## src/rtl/lfvl_pkg.sv

```systemverilog
// ----------------------------------------------------------------------------
// lfvl_pkg
// Types, constants and arithmetic helpers of the leader-follower velocity law.
// ----------------------------------------------------------------------------
package lfvl_pkg;

    localparam int FRAC = 16;
    localparam int WORD = 24;
    localparam int ZW   = 20;
    localparam int CFGW = 23;

    localparam logic signed [ZW-1:0]   PI_Q      = 20'sd205887;
    localparam logic signed [ZW-1:0]   TWO_PI_Q  = 20'sd411774;
    localparam logic signed [ZW-1:0]   HALF_PI_Q = 20'sd102944;
    localparam logic signed [WORD-1:0] GAIN_Q    = 24'sd39797;

    localparam logic [2:0] REG_GAIN_LON  = 3'd0;
    localparam logic [2:0] REG_GAIN_LAT  = 3'd1;
    localparam logic [2:0] REG_OFF_INV   = 3'd2;
    localparam logic [2:0] REG_DIST      = 3'd3;
    localparam logic [2:0] REG_ANGLE     = 3'd4;
    localparam logic [2:0] REG_LIN_LIMIT = 3'd5;
    localparam logic [2:0] REG_ANG_LIMIT = 3'd6;

    typedef struct packed {
        logic                 flip;
        logic signed [ZW-1:0] z;
    } angle_t;

    // arctangent of 2^-i, Q16, rounded from a 32-bit fraction
    function automatic logic signed [ZW-1:0] atan_q16(input int i);
        logic [33:0] t;
        logic [33:0] r;
        case (i)
            0:  t = 34'd3373259426;
            1:  t = 34'd1991351318;
            2:  t = 34'd1052175346;
            3:  t = 34'd534100635;
            4:  t = 34'd268086748;
            5:  t = 34'd134174063;
            6:  t = 34'd67103403;
            7:  t = 34'd33553749;
            8:  t = 34'd16777131;
            9:  t = 34'd8388597;
            10: t = 34'd4194303;
            11: t = 34'd2097152;
            12: t = 34'd1048576;
            13: t = 34'd524288;
            14: t = 34'd262144;
            15: t = 34'd131072;
            16: t = 34'd65536;
            17: t = 34'd32768;
            18: t = 34'd16384;
            19: t = 34'd8192;
            20: t = 34'd4096;
            21: t = 34'd2048;
            22: t = 34'd1024;
            23: t = 34'd512;
            default: t = 34'd0;
        endcase
        r = (t + 34'd32768) >> 16;
        return signed'(r[ZW-1:0]);
    endfunction

    // wrap into +-pi, then fold beyond +-pi/2
    function automatic angle_t fold_angle(input logic signed [18:0] a);
        logic signed [ZW-1:0] z;
        logic signed [ZW-1:0] w;
        angle_t               o;
        z = ZW'(a);
        if (z > PI_Q) begin
            w = z - TWO_PI_Q;
        end else if (z < -PI_Q) begin
            w = z + TWO_PI_Q;
        end else begin
            w = z;
        end
        if (w > HALF_PI_Q) begin
            o.z    = w - PI_Q;
            o.flip = 1'b1;
        end else if (w < -HALF_PI_Q) begin
            o.z    = w + PI_Q;
            o.flip = 1'b1;
        end else begin
            o.z    = w;
            o.flip = 1'b0;
        end
        return o;
    endfunction

    // product rounded half away from zero, saturated to the word
    function automatic logic signed [WORD-1:0] qmul(input logic signed [WORD:0] a,
                                                    input logic signed [WORD:0] b);
        logic signed [2*WORD+1:0] p;
        logic signed [2*WORD+1:0] pn;
        logic [2*WORD:0]          m;
        logic [2*WORD:0]          r;
        logic                     neg;
        p   = a * b;
        pn  = -p;
        neg = p[2*WORD+1];
        m   = neg ? pn[2*WORD:0] : p[2*WORD:0];
        r   = (m + ((2*WORD+1)'(1) << (FRAC - 1))) >> FRAC;
        if (r >= ((2*WORD+1)'(1) << (WORD - 1))) begin
            return neg ? {1'b1, {(WORD-1){1'b0}}} : {1'b0, {(WORD-1){1'b1}}};
        end
        return neg ? -r[WORD-1:0] : r[WORD-1:0];
    endfunction

    function automatic logic signed [WORD-1:0] sat_word(input logic signed [WORD+2:0] v);
        if (v > (WORD+3)'(signed'({1'b0, {(WORD-1){1'b1}}}))) begin
            return {1'b0, {(WORD-1){1'b1}}};
        end
        if (v < -(WORD+3)'(signed'({1'b0, 1'b1, {(WORD-1){1'b0}}}))) begin
            return {1'b1, {(WORD-1){1'b0}}};
        end
        return v[WORD-1:0];
    endfunction

    function automatic logic signed [WORD:0] ext_s(input logic signed [WORD-1:0] v);
        return {v[WORD-1], v};
    endfunction

    function automatic logic signed [WORD:0] ext_u(input logic [CFGW-1:0] v);
        return {2'b00, v};
    endfunction

    function automatic logic signed [WORD+2:0] wide(input logic signed [WORD-1:0] v);
        return {{3{v[WORD-1]}}, v};
    endfunction

endpackage

```

## src/rtl/lfvl_cordic.sv

```systemverilog
// ----------------------------------------------------------------------------
// lfvl_cordic
// Pipelined rotation-mode CORDIC, one stage per iteration, sine and cosine out.
// ----------------------------------------------------------------------------
module lfvl_cordic #(
    parameter int STAGES = 16
) (
    input  logic                   aclk,
    input  logic                   en,
    input  lfvl_pkg::angle_t       ang,
    output logic signed [23:0]     sin_q,
    output logic signed [23:0]     cos_q
);
    import lfvl_pkg::*;

    logic signed [WORD-1:0] x_reg [0:STAGES-1];
    logic signed [WORD-1:0] y_reg [0:STAGES-1];
    logic signed [ZW-1:0]   z_reg [0:STAGES-1];
    logic                   f_reg [0:STAGES-1];
    logic signed [WORD-1:0] sin_reg;
    logic signed [WORD-1:0] cos_reg;

    genvar i;
    generate
        for (i = 0; i < STAGES; i++) begin : g_stage
            localparam logic signed [ZW-1:0] DA = atan_q16(i);
            logic signed [WORD-1:0] xi;
            logic signed [WORD-1:0] yi;
            logic signed [ZW-1:0]   zi;
            logic                   fi;
            if (i == 0) begin : g_first
                assign xi = GAIN_Q;
                assign yi = '0;
                assign zi = ang.z;
                assign fi = ang.flip;
            end else begin : g_next
                assign xi = x_reg[i-1];
                assign yi = y_reg[i-1];
                assign zi = z_reg[i-1];
                assign fi = f_reg[i-1];
            end
            always_ff @(posedge aclk) begin
                if (en) begin
                    if (!zi[ZW-1]) begin
                        x_reg[i] <= xi - (yi >>> i);
                        y_reg[i] <= yi + (xi >>> i);
                        z_reg[i] <= zi - DA;
                    end else begin
                        x_reg[i] <= xi + (yi >>> i);
                        y_reg[i] <= yi - (xi >>> i);
                        z_reg[i] <= zi + DA;
                    end
                    f_reg[i] <= fi;
                end
            end
        end
    endgenerate

    always_ff @(posedge aclk) begin
        if (en) begin
            cos_reg <= f_reg[STAGES-1] ? -x_reg[STAGES-1] : x_reg[STAGES-1];
            sin_reg <= f_reg[STAGES-1] ? -y_reg[STAGES-1] : y_reg[STAGES-1];
        end
    end

    assign sin_q = sin_reg;
    assign cos_q = cos_reg;

endmodule

```

## config.mk

```make
export PLATFORM = sky130hd
export DESIGN_NAME = lfvl_cordic
export DESIGN_NICKNAME = d
export VERILOG_FILES = /design/src/rtl/lfvl_pkg.sv /design/src/rtl/lfvl_cordic.sv
export SDC_FILE = /design/constraint.sdc
export NUM_CORES = 2
export LEC_CHECK = 0
export ABC_AREA = 1
export BUFFER_PORTS_ARGS = -buffer_cell sky130_fd_sc_hd__buf_2
export CAP_MARGIN = 20
export CORE_ASPECT_RATIO = 0.7
export CORE_UTILIZATION = 43
export CTS_CLUSTER_DIAMETER = 80
export CTS_CLUSTER_SIZE = 8
export DETAILED_ROUTE_END_ITERATION = 12
export SETUP_SLACK_MARGIN = 0.05
export SLEW_MARGIN = 0
export SYNTH_ARGS = -nofsm -noshare
export SYNTH_HDL_FRONTEND = slang
export SYNTH_SLANG_ARGS = --single-unit
```

## constraint.sdc

```tcl
create_clock -name aclk -period 2.9 [get_ports aclk]
set_input_delay 0.145 -clock aclk [delete_from_list [all_inputs] [get_ports aclk]]
set_output_delay 0.145 -clock aclk [all_outputs]
set_load 0.01 [all_outputs]
```

==> flow_summary.toml <==
[status]
status = "finished, violations left"
failed_checks = "setup timing"

[worst_hold_path]
min-delay-start = "ang[16]"
hold_class = "input port to flop"

[drt]
drt_iter0_markers = 7893
drc = 0
post_drt_wl_per_cell_um = 19.2
num_vias = 89502
ant_nets = 0
via_per_inst = 5.33
dr.pass1.iters = 6
routed_wl_um = 322000

[placed_design]
place.gp.congestion = 0.972
post-place-ws_ps = -757
hpwl_um = 234000
io_buffers = 70

[grt]
overflow = 0
grt_max_degree = 139
grt_pass1_vias = 86019
grt_pass1_wl_um = 476000
antenna_found_initial = 7
grt_usage_pct = 29.0

[floorplanning]
start_util_pct = 43.3
die_h_um = 380
die-width_um = 541
die-area_mm2 = 0.206
core.rowCount = 138
core_area_mm2 = 0.202
io_pins = 71

[sta]
skew_ps = 63.6
finalSetupViolCount = 347
max_freq_mhz = 298
slew-limit-headroom_pct = 36.5
fin_ws_ps = -461
rsz0062_at_grt = "yes"
post-route-min-period_ps = 3360
slew_viol_final = 0
tightest_slew_ps = 952
fin_crit_sh_pct = 116
hold_violations = 0

[yosys]
ys_seq_area_share_pct = 35.7
synth_largest_area_cell = "edfxtp_1"
synth-simple-area-share_pct = 19.0
synth-seq-cells = 1041
synthAdderAreaFrac_pct = 15.4
synth_top_family_by_area = "simple AND/OR/NAND/NOR gates"
synthFlopType = "edfxtp_1"
synth-edff-count = 1041
synth_top_area_share_pct = 35.7
synthMuxAreaShare_pct = 0
synth-compound-area-share_pct = 12.9
netlist_instances = 10404
yosys_warnings = 0
synthTopCellsByArea = "edfxtp_1 36%, ha_1 14%, nand2_1 8.9%"
syn_area_per_cell_um2 = 8.42
ys_types = 70
syn_area_mm2 = 0.0876
async_flop_share_pct = 0
synth_xor_area_share_pct = 12.0
synth_common_cells = "2067 x nand2_1, 1070 x inv_1, 1041 x edfxtp_1"
synth.most_common_cell = "nand2_1"

[worst_setup_path]
end_kind = "flop"
crit_path_max_fanout = 3
arrival_ps = 3890
start_kind = "flop"
crit_start = "y_reg[2][3]"
critical_path_class = "flop to flop"
r2r-start = "y_reg[2][3]"
required_ps = 3430

[clocking]
cts_tree = "built"
clk_pin_slew_ps = 50
root_buffer = "clkbuf_16"
worstSkewPairLatency_ps = 840
numCtsBuffers = 162
clockBufferDepth = 4
h-tree-depth = 4
clock_sink_count = 1041

[cells_and_area]
n_antenna_cell = 0
drive_gt1_share_pct = 47.3
syn_to_final_growth_pct = 61.6
nets = 15098
final_core_util_pct = 70.0
largest_reg_flops = 358
fillers = 14803

[flow_run]
drv_cap = 0
==> per-stage QoR <==
step           area, µm²  TNS [ps]  hold WS (ps)  instances
2_1_floorplan      87800    -59500           244      10407
4_1_cts           131000    -29140          23.3      16498
5_1_grt           142000   -100510          69.5      16778
6_report          142000    -52570          82.7      16778
3_5_place_dp      112000   -106880           327      15915
3_3_place_gp      112000    -96220           323      15915
==> cells by family after synthesis <==
kind of cell / Yosys count
compound gates: 1958
xor+xnor: 1196
fa+ha+maj: 1049
buf+inv: 1178
flops: 1041
other cells: 2
simple gates: 3980
==> layout make-up <==
type | instances | area [µm²] | share of cell area, %
flip-flops and latches | 1041 | 31300 | 22.1
inverters | 1093 | 4230 | 2.99
clock buffers | 168 | 4100 | 2.89
multi-input cells | 8188 | 69900 | 49.4
well taps | 2730 | 3420 | 2.41
repair buffers | 3540 | 28400 | 20.1
clock inverters | 18 | 219 | 0.155
==> critical path, stage by stage (launching register included) <==
cell,delay (ps)
edfxtp_1,400
inv_2,90
ha_4,140
inv_4,40
nor3_4,200
nand2_2,110
nor2_4,140
nand2_2,90
nor3_4,200
nand2_1,110
nand2_2,140
o21ai_2,90
xor2_2,210
ha_1,300
a21o_1,240
a31oi_4,200
nor2_1,80
nor2_1,120
nand2_1,70
nand2_1,70
nand2_1,50
==> timing repair <==
item | CTS | global route
resized for setup | 2417 | 1925
setup endpoints to repair | 447 | 503
cloned | 1 | 2
endpoints found under the hold margin | 85 | 0
setup buffers | 424 | 340
pin swaps | 1047 | 1260
hold buffers | 32 | 0
==> path summary, 6_finish.rpt <==
path / endpoint / cells after the start / slack [ps]
hold / removal: z_reg[0][16] / 5 / 80
hold reg to reg: z_reg[1][43] / 0 / 410
setup / recovery: x_reg[0][95] / 20 / -460
setup reg to reg: x_reg[0][95] / 20 / -460
==> cell usage in the layout, fill, tap and decap left out, types with 165 or more instances in the layout <==
cell / count
inv_1: 823
xor2_1: 704
a21oi_2: 298
buf_4: 3028
o21ai_0: 211
inv_2: 226
xnor2_1: 279
edfxtp_1: 1041
nand3_1: 323
clkbuf_16: 165
ha_1: 653
ha_4: 315
a21oi_1: 437
buf_6: 364
nor2_1: 700
nand2_2: 442
nand2_1: 1449
nand2_4: 194
==> per-layer routing <==
| layer | GRT usage, % | part of all wire, % | wire, µm |
|---|---|---|---|
| met1 | 45.5 | 48 | 155000 |
| met2 | 42.3 | 43 | 138000 |
| met3 | 3.75 | 7.1 | 22800 |
| met4 | 4.88 | 1.9 | 6140 |
| met5 | 0 | 0 | 0 |
Power is not shown: default switching activity piles up to over one toggle a cycle in this logic, so the estimate is an artifact.
